--- config.mk ---
export PLATFORM = sky130hd
export DESIGN_NAME = pid_duty_cycle_controller_top
export DESIGN_NICKNAME = d
export VERILOG_FILES = /design/src/sv/pdc_pkg.sv /design/src/sv/pdc_ctrl.sv /design/src/sv/pdc_datapath.sv /design/src/sv/pid_duty_cycle_controller_top.sv
export VERILOG_INCLUDE_DIRS = /design/src /design/src/sv
export SDC_FILE = /design/constraint.sdc
export NUM_CORES = 2
export LEC_CHECK = 0
export BUFFER_PORTS_ARGS = -buffer_cell sky130_fd_sc_hd__buf_4
export CAP_MARGIN = 20
export CORE_MARGIN = 2
export CORE_UTILIZATION = 41
export CTS_CLUSTER_SIZE = 40
export DETAILED_ROUTE_END_ITERATION = 6
export PLACE_DENSITY = 0.54
export RECOVER_POWER = 25
export SETUP_SLACK_MARGIN = 0.4
export SLEW_MARGIN = 0
export SYNTH_ARGS = -nofsm -noshare
export SYNTH_HDL_FRONTEND = slang
export SYNTH_SLANG_ARGS = --single-unit
--- constraint.sdc ---
create_clock -name i_clk -period 12.3 [get_ports i_clk]
set_input_delay 3.075 -clock i_clk [delete_from_list [all_inputs] [get_ports i_clk]]
set_output_delay 3.075 -clock i_clk [all_outputs]
set_load 0.02 [all_outputs]
--- src/sv/assert_macros.svh ---
// Assertion helpers shared by the RTL files.
// Each macro expands to one labeled concurrent assertion clocked on i_clk
// and disabled while i_rst_n is low; synthesis sees nothing.
`ifndef ASSERT_MACROS_SVH
`define ASSERT_MACROS_SVH

`ifndef SYNTHESIS

// Same-cycle implication
`define ASSERT_IMPLIES(lbl, ante, cons, msg) \
    lbl: assert property (@(posedge i_clk) disable iff (!i_rst_n) (ante) |-> (cons)) \
        else $error(msg);

// Next-cycle implication
`define ASSERT_NEXT(lbl, ante, cons, msg) \
    lbl: assert property (@(posedge i_clk) disable iff (!i_rst_n) (ante) |=> (cons)) \
        else $error(msg);

`else

`define ASSERT_IMPLIES(lbl, ante, cons, msg)
`define ASSERT_NEXT(lbl, ante, cons, msg)

`endif

`endif

--- src/sv/pdc_pkg.sv ---
`timescale 1ns / 1ps

package pdc_pkg;

    // Sample and field widths
    localparam int SAMPLE_BITS = 10;
    localparam int TARGET_W    = 10;
    localparam int GAIN_W      = 16;
    localparam int CFG_DATA_W  = 16;
    localparam int CFG_IDX_W   = 3;
    localparam int DUTY_W      = 10;
    localparam int CLAMP_W     = 2;
    localparam int IN_TDATA_W  = ((SAMPLE_BITS + 7) / 8) * 8;
    localparam int OUT_TDATA_W = ((DUTY_W + 7) / 8) * 8;

    // Datapath widths
    localparam int ERR_W  = SAMPLE_BITS + 1;       // target - height
    localparam int DIFF_W = ERR_W + 1;             // prev_error - error
    localparam int ACC_W  = 32;                    // Q16.16 integral
    localparam int MA_W   = GAIN_W + 1;            // gain or zero-extended step
    localparam int PROD_W = MA_W + ACC_W;          // shared multiplier product
    localparam int SUM_W  = SAMPLE_BITS + 17;      // P + I + D, no wrap

    localparam int DUTY_MAX = (1 << DUTY_W) - 1;

    // Configuration register indexes
    typedef enum logic [CFG_IDX_W-1:0] {
        CFG_TARGET = 3'd0,
        CFG_GAIN_P = 3'd1,
        CFG_GAIN_I = 3'd2,
        CFG_GAIN_D = 3'd3,
        CFG_STEP   = 3'd4
    } t_cfg_idx;

    // Clamp codes on the result
    typedef enum logic [CLAMP_W-1:0] {
        CLAMP_NONE = 2'd0,
        CLAMP_HIGH = 2'd1,
        CLAMP_LOW  = 2'd2
    } t_clamp;

    // Shared multiplier operand select
    typedef enum logic [1:0] {
        MUL_STEP,
        MUL_P,
        MUL_I,
        MUL_D
    } t_mul_sel;

    // Term accumulator operation
    typedef enum logic [1:0] {
        SUM_HOLD,
        SUM_LOAD_P,
        SUM_ADD_I,
        SUM_ADD_D
    } t_sum_op;

    // Sequencer states
    typedef enum logic [3:0] {
        ST_IDLE,
        ST_ERR,
        ST_MSTEP,
        ST_ACC,
        ST_MP,
        ST_MI,
        ST_MD,
        ST_SUMD,
        ST_OUT
    } t_state;

    // Configuration registers as seen by the datapath
    typedef struct packed {
        logic [TARGET_W-1:0] target;
        logic [GAIN_W-1:0]   gain_p;
        logic [GAIN_W-1:0]   gain_i;
        logic [GAIN_W-1:0]   gain_d;
        logic [GAIN_W-1:0]   step;
    } t_cfg;

    // Controller to datapath commands
    typedef struct packed {
        logic     ld_sample;
        logic     ld_err;
        logic     mul_en;
        t_mul_sel mul_sel;
        logic     ld_acc;
        t_sum_op  sum_op;
        logic     ld_out;
    } t_dp_cmd;

    // Datapath to controller status
    typedef struct packed {
        logic out_busy;
    } t_dp_stat;

    // Target masked to the sample width
    function automatic logic [SAMPLE_BITS-1:0] mask_target(input logic [TARGET_W-1:0] t);
        logic [SAMPLE_BITS-1:0] res;
        res = '0;
        for (int k = 0; k < SAMPLE_BITS; k++) begin
            if (k < TARGET_W) begin
                res[k] = t[k];
            end
        end
        return res;
    endfunction

endpackage

--- src/sv/pdc_ctrl.sv ---
`timescale 1ns / 1ps

module pdc_ctrl (
    input  logic              i_clk,
    input  logic              i_rst_n,
    input  logic              i_in_valid,
    output logic              o_in_ready,
    input  pdc_pkg::t_dp_stat i_stat,
    output pdc_pkg::t_dp_cmd  o_cmd
);
    import pdc_pkg::*;

    t_state r_state;
    t_state n_state;

    // State register
    always_ff @(posedge i_clk) begin
        if (!i_rst_n) begin
            r_state <= ST_IDLE;
        end else begin
            r_state <= n_state;
        end
    end

    // Next state and datapath commands
    always_comb begin
        n_state       = r_state;
        o_in_ready    = 1'b0;
        o_cmd         = '0;
        o_cmd.mul_sel = MUL_STEP;
        o_cmd.sum_op  = SUM_HOLD;
        case (r_state)
            ST_IDLE: begin
                o_in_ready = 1'b1;
                if (i_in_valid) begin
                    o_cmd.ld_sample = 1'b1;
                    n_state         = ST_ERR;
                end
            end
            ST_ERR: begin
                o_cmd.ld_err = 1'b1;
                n_state      = ST_MSTEP;
            end
            ST_MSTEP: begin
                o_cmd.mul_en  = 1'b1;
                o_cmd.mul_sel = MUL_STEP;
                n_state       = ST_ACC;
            end
            ST_ACC: begin
                o_cmd.ld_acc = 1'b1;
                n_state      = ST_MP;
            end
            ST_MP: begin
                o_cmd.mul_en  = 1'b1;
                o_cmd.mul_sel = MUL_P;
                n_state       = ST_MI;
            end
            ST_MI: begin
                o_cmd.mul_en  = 1'b1;
                o_cmd.mul_sel = MUL_I;
                o_cmd.sum_op  = SUM_LOAD_P;
                n_state       = ST_MD;
            end
            ST_MD: begin
                o_cmd.mul_en  = 1'b1;
                o_cmd.mul_sel = MUL_D;
                o_cmd.sum_op  = SUM_ADD_I;
                n_state       = ST_SUMD;
            end
            ST_SUMD: begin
                o_cmd.sum_op = SUM_ADD_D;
                n_state      = ST_OUT;
            end
            ST_OUT: begin
                // wait for the output register to free up
                if (!i_stat.out_busy) begin
                    o_cmd.ld_out = 1'b1;
                    n_state      = ST_IDLE;
                end
            end
            default: begin
                n_state = ST_IDLE;
            end
        endcase
    end

endmodule

--- src/sv/pdc_datapath.sv ---
`timescale 1ns / 1ps

module pdc_datapath (
    input  logic                            i_clk,
    input  logic                            i_rst_n,
    input  pdc_pkg::t_cfg                   i_cfg,
    input  logic [pdc_pkg::SAMPLE_BITS-1:0] i_sample,
    input  pdc_pkg::t_dp_cmd                i_cmd,
    output pdc_pkg::t_dp_stat               o_stat,
    input  logic                            i_m_tready,
    output logic                            o_m_tvalid,
    output logic [pdc_pkg::DUTY_W-1:0]      o_duty,
    output logic [pdc_pkg::CLAMP_W-1:0]     o_clamp
);
    import pdc_pkg::*;

    localparam logic signed [PROD_W-1:0] ACC_HI =
        {{(PROD_W - ACC_W + 1){1'b0}}, {(ACC_W - 1){1'b1}}};
    localparam logic signed [PROD_W-1:0] ACC_LO =
        {{(PROD_W - ACC_W + 1){1'b1}}, {(ACC_W - 1){1'b0}}};
    localparam logic signed [SUM_W-1:0] SUM_DUTY_MAX = SUM_W'(DUTY_MAX);

    // Toward-zero division of a product by 2^8 and 2^24
    function automatic logic signed [SUM_W-1:0] trunc_q8(input logic signed [PROD_W-1:0] p);
        logic signed [PROD_W-1:0] biased;
        logic signed [PROD_W-1:0] shifted;
        biased  = p + (p[PROD_W-1] ? PROD_W'(255) : PROD_W'(0));
        shifted = biased >>> 8;
        return shifted[SUM_W-1:0];
    endfunction

    function automatic logic signed [SUM_W-1:0] trunc_q24(input logic signed [PROD_W-1:0] p);
        logic signed [PROD_W-1:0] biased;
        logic signed [PROD_W-1:0] shifted;
        biased  = p + (p[PROD_W-1] ? PROD_W'(24'hFF_FFFF) : PROD_W'(0));
        shifted = biased >>> 24;
        return shifted[SUM_W-1:0];
    endfunction

    logic [SAMPLE_BITS-1:0]    r_height;
    logic signed [ERR_W-1:0]   r_err;
    logic signed [DIFF_W-1:0]  r_diff;
    logic signed [ERR_W-1:0]   r_prev;
    logic signed [ACC_W-1:0]   r_acc;
    logic signed [PROD_W-1:0]  r_prod;
    logic signed [SUM_W-1:0]   r_sum;
    logic                      r_out_valid;
    logic [DUTY_W-1:0]         r_duty;
    logic [CLAMP_W-1:0]        r_clamp;

    logic signed [ERR_W-1:0]   w_err;
    logic signed [DIFF_W-1:0]  w_diff;
    logic signed [MA_W-1:0]    w_mul_a;
    logic signed [ACC_W-1:0]   w_mul_b;
    logic signed [PROD_W-1:0]  w_prod;
    logic signed [PROD_W-1:0]  w_acc_sum;
    logic signed [SUM_W-1:0]   w_sum_add;
    logic [DUTY_W-1:0]         w_duty;
    t_clamp                    w_clamp;

    // Error and difference from the captured sample
    assign w_err  = $signed({1'b0, mask_target(i_cfg.target)}) - $signed({1'b0, r_height});
    assign w_diff = $signed({r_prev[ERR_W-1], r_prev}) - $signed({w_err[ERR_W-1], w_err});

    // Shared multiplier operands
    always_comb begin
        case (i_cmd.mul_sel)
            MUL_STEP: begin
                w_mul_a = $signed({1'b0, i_cfg.step});
                w_mul_b = $signed({{(ACC_W - ERR_W){r_err[ERR_W-1]}}, r_err});
            end
            MUL_P: begin
                w_mul_a = $signed({i_cfg.gain_p[GAIN_W-1], i_cfg.gain_p});
                w_mul_b = $signed({{(ACC_W - ERR_W){r_err[ERR_W-1]}}, r_err});
            end
            MUL_I: begin
                w_mul_a = $signed({i_cfg.gain_i[GAIN_W-1], i_cfg.gain_i});
                w_mul_b = r_acc;
            end
            MUL_D: begin
                w_mul_a = $signed({i_cfg.gain_d[GAIN_W-1], i_cfg.gain_d});
                w_mul_b = $signed({{(ACC_W - DIFF_W){r_diff[DIFF_W-1]}}, r_diff});
            end
            default: begin
                w_mul_a = '0;
                w_mul_b = '0;
            end
        endcase
    end

    assign w_prod    = w_mul_a * w_mul_b;
    assign w_acc_sum = $signed({{(PROD_W - ACC_W){r_acc[ACC_W-1]}}, r_acc}) + r_prod;

    // Term selection for the running sum
    always_comb begin
        case (i_cmd.sum_op)
            SUM_LOAD_P: w_sum_add = trunc_q8(r_prod);
            SUM_ADD_I:  w_sum_add = r_sum + trunc_q24(r_prod);
            SUM_ADD_D:  w_sum_add = r_sum + trunc_q8(r_prod);
            default:    w_sum_add = r_sum;
        endcase
    end

    // Output clamp
    always_comb begin
        if (r_sum > SUM_DUTY_MAX) begin
            w_duty  = DUTY_W'(DUTY_MAX);
            w_clamp = CLAMP_HIGH;
        end else if (r_sum[SUM_W-1]) begin
            w_duty  = '0;
            w_clamp = CLAMP_LOW;
        end else begin
            w_duty  = r_sum[DUTY_W-1:0];
            w_clamp = CLAMP_NONE;
        end
    end

    // Working registers
    always_ff @(posedge i_clk) begin
        if (i_cmd.ld_sample) begin
            r_height <= i_sample;
        end
        if (i_cmd.ld_err) begin
            r_err  <= w_err;
            r_diff <= w_diff;
        end
        if (i_cmd.mul_en) begin
            r_prod <= w_prod;
        end
        r_sum <= w_sum_add;
        if (i_cmd.ld_out) begin
            r_duty  <= w_duty;
            r_clamp <= w_clamp;
        end
    end

    // Controller state carried between words: integral and last error
    always_ff @(posedge i_clk) begin
        if (!i_rst_n) begin
            r_acc  <= '0;
            r_prev <= '0;
        end else begin
            if (i_cmd.ld_err) begin
                r_prev <= w_err;
            end
            if (i_cmd.ld_acc) begin
                if (w_acc_sum > ACC_HI) begin
                    r_acc <= ACC_HI[ACC_W-1:0];
                end else if (w_acc_sum < ACC_LO) begin
                    r_acc <= ACC_LO[ACC_W-1:0];
                end else begin
                    r_acc <= w_acc_sum[ACC_W-1:0];
                end
            end
        end
    end

    // Output register valid
    always_ff @(posedge i_clk) begin
        if (!i_rst_n) begin
            r_out_valid <= 1'b0;
        end else if (i_cmd.ld_out) begin
            r_out_valid <= 1'b1;
        end else if (i_m_tready) begin
            r_out_valid <= 1'b0;
        end
    end

    assign o_stat.out_busy = r_out_valid && !i_m_tready;
    assign o_m_tvalid      = r_out_valid;
    assign o_duty          = r_duty;
    assign o_clamp         = r_clamp;

endmodule

--- src/sv/pid_duty_cycle_controller_top.sv ---
`timescale 1ns / 1ps
// Channel   Direction  Ports                          Contents
// --------  ---------  -----------------------------  ------------------------------------
// sample    in         s_axis_tvalid/tready/tdata     tdata[9:0] height_sample
// result    out        m_axis_tvalid/tready/tdata/    tdata[9:0] duty,
//                      tuser                          tuser[1:0] clamp_state
// config    in         i_cfg_valid/o_cfg_ready/       index 0..4, data[15:0]
//                      i_cfg_index/i_cfg_data
//
// Each sample word steps through ERR, MSTEP, ACC, MP, MI, MD, SUMD and OUT: one
// shared 17x32 multiplier forms error*step, P, I and D in turn.
// A new sample is taken once the previous result is loaded; the result waits
// in its own register meanwhile. A stalled result stream holds the sequencer
// in its final step. Reset is synchronous: integral and last error clear,
// gains return to defaults. Config writes are always ready.
`include "assert_macros.svh"

module pid_duty_cycle_controller_top (
    input  logic                                 i_clk,
    input  logic                                 i_rst_n,
    // sample input
    input  logic                                 s_axis_tvalid,
    output logic                                 s_axis_tready,
    input  logic [pdc_pkg::IN_TDATA_W-1:0]       s_axis_tdata,   // [9:0] height_sample
    // result output
    output logic                                 m_axis_tvalid,
    input  logic                                 m_axis_tready,
    output logic [pdc_pkg::OUT_TDATA_W-1:0]      m_axis_tdata,   // [9:0] duty
    output logic [pdc_pkg::CLAMP_W-1:0]          m_axis_tuser,   // [1:0] clamp_state
    // config write
    input  logic                                 i_cfg_valid,
    output logic                                 o_cfg_ready,
    input  logic [pdc_pkg::CFG_IDX_W-1:0]        i_cfg_index,
    input  logic [pdc_pkg::CFG_DATA_W-1:0]       i_cfg_data
);
    import pdc_pkg::*;

    logic [TARGET_W-1:0] r_target;
    logic [GAIN_W-1:0]   r_gain_p;
    logic [GAIN_W-1:0]   r_gain_i;
    logic [GAIN_W-1:0]   r_gain_d;
    logic [GAIN_W-1:0]   r_step;

    t_cfg                w_cfg;
    t_dp_cmd             w_cmd;
    t_dp_stat            w_stat;
    logic [DUTY_W-1:0]   w_duty;

    // Config registers
    assign o_cfg_ready = 1'b1;

    always_ff @(posedge i_clk) begin
        if (!i_rst_n) begin
            r_target <= TARGET_W'(50);
            r_gain_p <= GAIN_W'(230);
            r_gain_i <= GAIN_W'(1152);
            r_gain_d <= '0;
            r_step   <= GAIN_W'(33);
        end else if (i_cfg_valid) begin
            case (t_cfg_idx'(i_cfg_index))
                CFG_TARGET: r_target <= i_cfg_data[TARGET_W-1:0];
                CFG_GAIN_P: r_gain_p <= i_cfg_data;
                CFG_GAIN_I: r_gain_i <= i_cfg_data;
                CFG_GAIN_D: r_gain_d <= i_cfg_data;
                CFG_STEP:   r_step   <= i_cfg_data;
                default: begin
                end
            endcase
        end
    end

    assign w_cfg.target = r_target;
    assign w_cfg.gain_p = r_gain_p;
    assign w_cfg.gain_i = r_gain_i;
    assign w_cfg.gain_d = r_gain_d;
    assign w_cfg.step   = r_step;

    // Sequencer
    pdc_ctrl u_ctrl (
        .i_clk      (i_clk),
        .i_rst_n    (i_rst_n),
        .i_in_valid (s_axis_tvalid),
        .o_in_ready (s_axis_tready),
        .i_stat     (w_stat),
        .o_cmd      (w_cmd)
    );

    // Arithmetic and result register
    pdc_datapath u_datapath (
        .i_clk      (i_clk),
        .i_rst_n    (i_rst_n),
        .i_cfg      (w_cfg),
        .i_sample   (s_axis_tdata[SAMPLE_BITS-1:0]),
        .i_cmd      (w_cmd),
        .o_stat     (w_stat),
        .i_m_tready (m_axis_tready),
        .o_m_tvalid (m_axis_tvalid),
        .o_duty     (w_duty),
        .o_clamp    (m_axis_tuser)
    );

    assign m_axis_tdata = {{(OUT_TDATA_W - DUTY_W){1'b0}}, w_duty};

    // A sample never produces its result in the cycle after acceptance
    `ASSERT_NEXT(a_no_early_result, s_axis_tvalid && s_axis_tready, !w_cmd.ld_out, "result loaded right after accept")
    // The result register is only loaded when free
    `ASSERT_IMPLIES(a_load_free, w_cmd.ld_out, !m_axis_tvalid || m_axis_tready, "result overwritten while stalled")
    // Clamp code agrees with the duty value
    `ASSERT_IMPLIES(a_clamp_high, m_axis_tvalid && (m_axis_tuser == CLAMP_HIGH), w_duty == DUTY_W'(DUTY_MAX), "high clamp without full duty")
    `ASSERT_IMPLIES(a_clamp_low, m_axis_tvalid && (m_axis_tuser == CLAMP_LOW), w_duty == '0, "low clamp with nonzero duty")

endmodule

==> impl_metrics.json <==
{
  "drt_wl_total_mm": 99.0,
  "area_growth_pct": 7.84,
  "relSlewSlack_pct": -87.5,
  "crit_arrival_ps": 10700,
  "drt_first_iter_violations": 1763,
  "ant_nets": 0,
  "skew_ps": 50.2,
  "crit_path_start_kind": "register",
  "rows": 106,
  "min_path_type": "register to register",
  "critPathKind": "register to register",
  "final_cells": 5095,
  "synth_seq_cells": 243,
  "reg2reg_depth": 31,
  "num_antenna_cells": 0,
  "grt_first_pass_wirelength_mm": 159,
  "synthesis.instances": 4010,
  "synth_compound_area_share_pct": 13.5,
  "clk_latency_ps": 620,
  "reg2reg_slack_ps": 1960,
  "hpwl_mm": 77.6,
  "rsz0062_at_grt": "false",
  "power_density_nw_per_um2": 284,
  "synth-simple-area-share_pct": 16.0,
  "io_pins": 61,
  "synthArstFlopShare_pct": 0,
  "use_met2_pct": 37.7,
  "yosys_warnings": 0,
  "vias_per_cell": 5.30,
  "cts_hold_buf": 0,
  "path_buf_inv": 6,
  "internal-power_mw": 5.30,
  "post_cts.repair.setup_buffers": 0,
  "post-route-period-util_pct": 84.0,
  "max_stage_delay_ps": 770,
  "path_max_fanout": 41,
  "synth_edf_count": 121,
  "die_w_um": 294,
  "cpMostUsedCell": "fa_1",
  "hold_slack_ps": 463,
  "ys_types": 78,
  "swShare_pct": 49.9,
  "synth_fa_ha_area_share_pct": 38.8,
  "final_nets": 4789,
  "use_met1_pct": 34.1,
  "timing.setup.tns_ps": 0,
  "pwr-share-seq_pct": 14.4,
  "htreeDepth": 1,
  "grt_max_degree": 85,
  "place.gp.congestion": 0.879,
  "cpLargestDelayFamily": "adder cells",
  "power_mw": 10.6,
  "max_freq_ghz": 0.0967,
  "utilization_pct": 44.6,
  "fp.dieArea_um2": 86700,
  "vdd_drop_max_v": 0.000264,
  "cts-resized-gates": 0,
  "antenna_found_initial": 0,
  "hold_viol": 0,
  "route.vias.total": 27000,
  "root_buffer": "clkbuf_16",
  "ys.flop_type": "dfxtp_1",
  "syn_area_per_cell_um2": 8.63,
  "initial_core_util_pct": 41.4,
  "violations": "capacitance limit, slew limit",
  "fin_crit_ps": 10340,
  "yosys-top-cells-area": "fa_1, edfxtp_1, ha_1, dfxtp_1, inv_1",
  "drive_above_1_share_pct": 5.73,
  "tightest_slew_ps": 2810,
  "setup_violations": 0,
  "clk_pin_slew_worst_paths_ps": 60,
  "grt.met3_usage_pct": 3.45,
  "synth.mux.area_fraction_pct": 0.814,
  "drc": 0,
  "cts_made_buffers": 31,
  "synth_largest_type_area_fraction_pct": 30.4,
  "synth_top_family_by_area": "adder cells",
  "slowest_stage": "dfxtp_1",
  "path_depth": 31,
  "p_leak_nw": 17.5,
  "slew_viol_final": 78,
  "tritoncts": "done",
  "first_global_vias": 27700,
  "port_buffers": 47,
  "die_y_um": 294,
  "p_comb_share_pct": 76.9,
  "drt_pre_antenna_iters": 5,
  "critPathCaptureType": "register",
  "fp.coreArea_um2": 83600,
  "clockBufferDepth": 3,
  "pwr-share-clk_pct": 8.7,
  "synth_xor_area_share_pct": 4.53,
  "dp_cells": 5036,
  "synth-seq-area-share_pct": 17.6,
  "synth_area_um2": 34600,
  "grt.busiest_layer": "met2",
  "wl_per_cell_um": 19.4,
  "max-cap-violations": 2,
  "cts.sinks": 243,
  "holdPathStages": 2,
  "run_status": "complete, but fails checks",
  "grtUsageTotal_pct": 23.6,
  "required_ps": 12670,
  "p_sw_mw": 5.28,
  "grt-ovfl-total": 0,
  "yosysTopAreaCell": "fa_1"
}
per-stage QoR:
step	setup slack, ps	area (um2)
6_report	1960	37300
5_1_grt	1430	37300
4_1_cts	2200	37300
3_5_place_dp	2190	36300
3_3_place_gp	2190	36300
2_1_floorplan	3980	34600
cell type report:
type | count | area (um2)
repair buffers | 118 | 895
well taps | 1080 | 1350
fillers | 8282 | 46200
clock buffers | 40 | 860
multi-input cells | 2985 | 25700
clock inverters | 17 | 154
inverters | 612 | 2300
flip-flops and latches | 243 | 6080
final timing paths:
kind | start | to
worst min-delay path | r_gain_p[8] | r_gain_p[8]
worst min register to register | r_gain_p[8] | r_gain_p[8]
worst max register to register | u_ctrl.r_state[1] | u_datapath.r_prod[48]
worst max-delay path | u_ctrl.r_state[1] | u_datapath.r_prod[48]
power groups by stage:
stage	combinational (mW)	sequential, mW	clock (mW)
2_1_floorplan	6.04	1.45	0
3_3_place_gp	8.05	1.54	0
3_5_place_dp	8.06	1.54	0
4_1_cts	8.11	1.52	0.940
5_1_grt	9.22	1.54	0.974
6_report	8.13	1.53	0.918
cells in the mapped netlist (17+ instances only):
cell	instances
fa_1	526
clkbuf_1	151
a21o_1	94
inv_1	611
nor3_1	41
nand2_1	586
dfxtp_1	122
a21oi_1	204
nand2b_1	46
edfxtp_1	121
nor2b_1	25
a211oi_1	30
and3_1	29
o21ai_0	125
a21boi_0	76
o21bai_1	26
xor2_1	49
and2_1	21
nand4_1	22
o21a_1	21
mux2_2	17
nand3_1	54
xnor2_1	130
nor2_1	425
ha_1	232
or3_1	17
per-layer routing:
metal	vias to the layer above	part of all wire [%]	wire length, um
met3	92	5.8	5790
met5	-	0	0
met4	0	2.0	1970
met2	673	44	44000
met1	13400	48	47300
li1	12900	-	-
tightest hold or removal path: stages (launching register included):
cell and delay (ps):
dfxtp_1 300, nand2_1 40, a21boi_0 60
cells by family after synthesis:
family | count (synthesis)
compound gates | 714
flops | 243
other cells | 2
xor+xnor | 179
buf+inv | 787
simple gates | 1301
fa+ha+maj | 758
mux | 26
cells in the final DEF, fill, tap and decap left out, types with 49 or more instances in the layout:
cell and instances:
nand3_1 54, fa_1 526, nand2_1 586, dfxtp_1 121, ha_1 232, edfxtp_1 121
nor2_1 422, a21oi_1 195, inv_1 611, xor2_1 49, o21ai_0 125, a21o_1 94
buf_4 111, a21boi_0 76, xnor2_1 130
state kept, by name, indices dropped and copies added, names as in the netlist, 10 cells and up:
signal / cells
u_datapath.r_err: 11
u_datapath.r_sum: 27
r_gain_i: 16
u_datapath.r_prod: 49
u_datapath.r_height: 10
r_target: 10
r_step: 16
u_datapath.r_prev: 11
u_datapath.o_duty: 10
r_gain_p: 16
r_gain_d: 16
u_datapath.r_acc: 32
u_datapath.r_diff: 12
(Power assumes the default switching activity.)
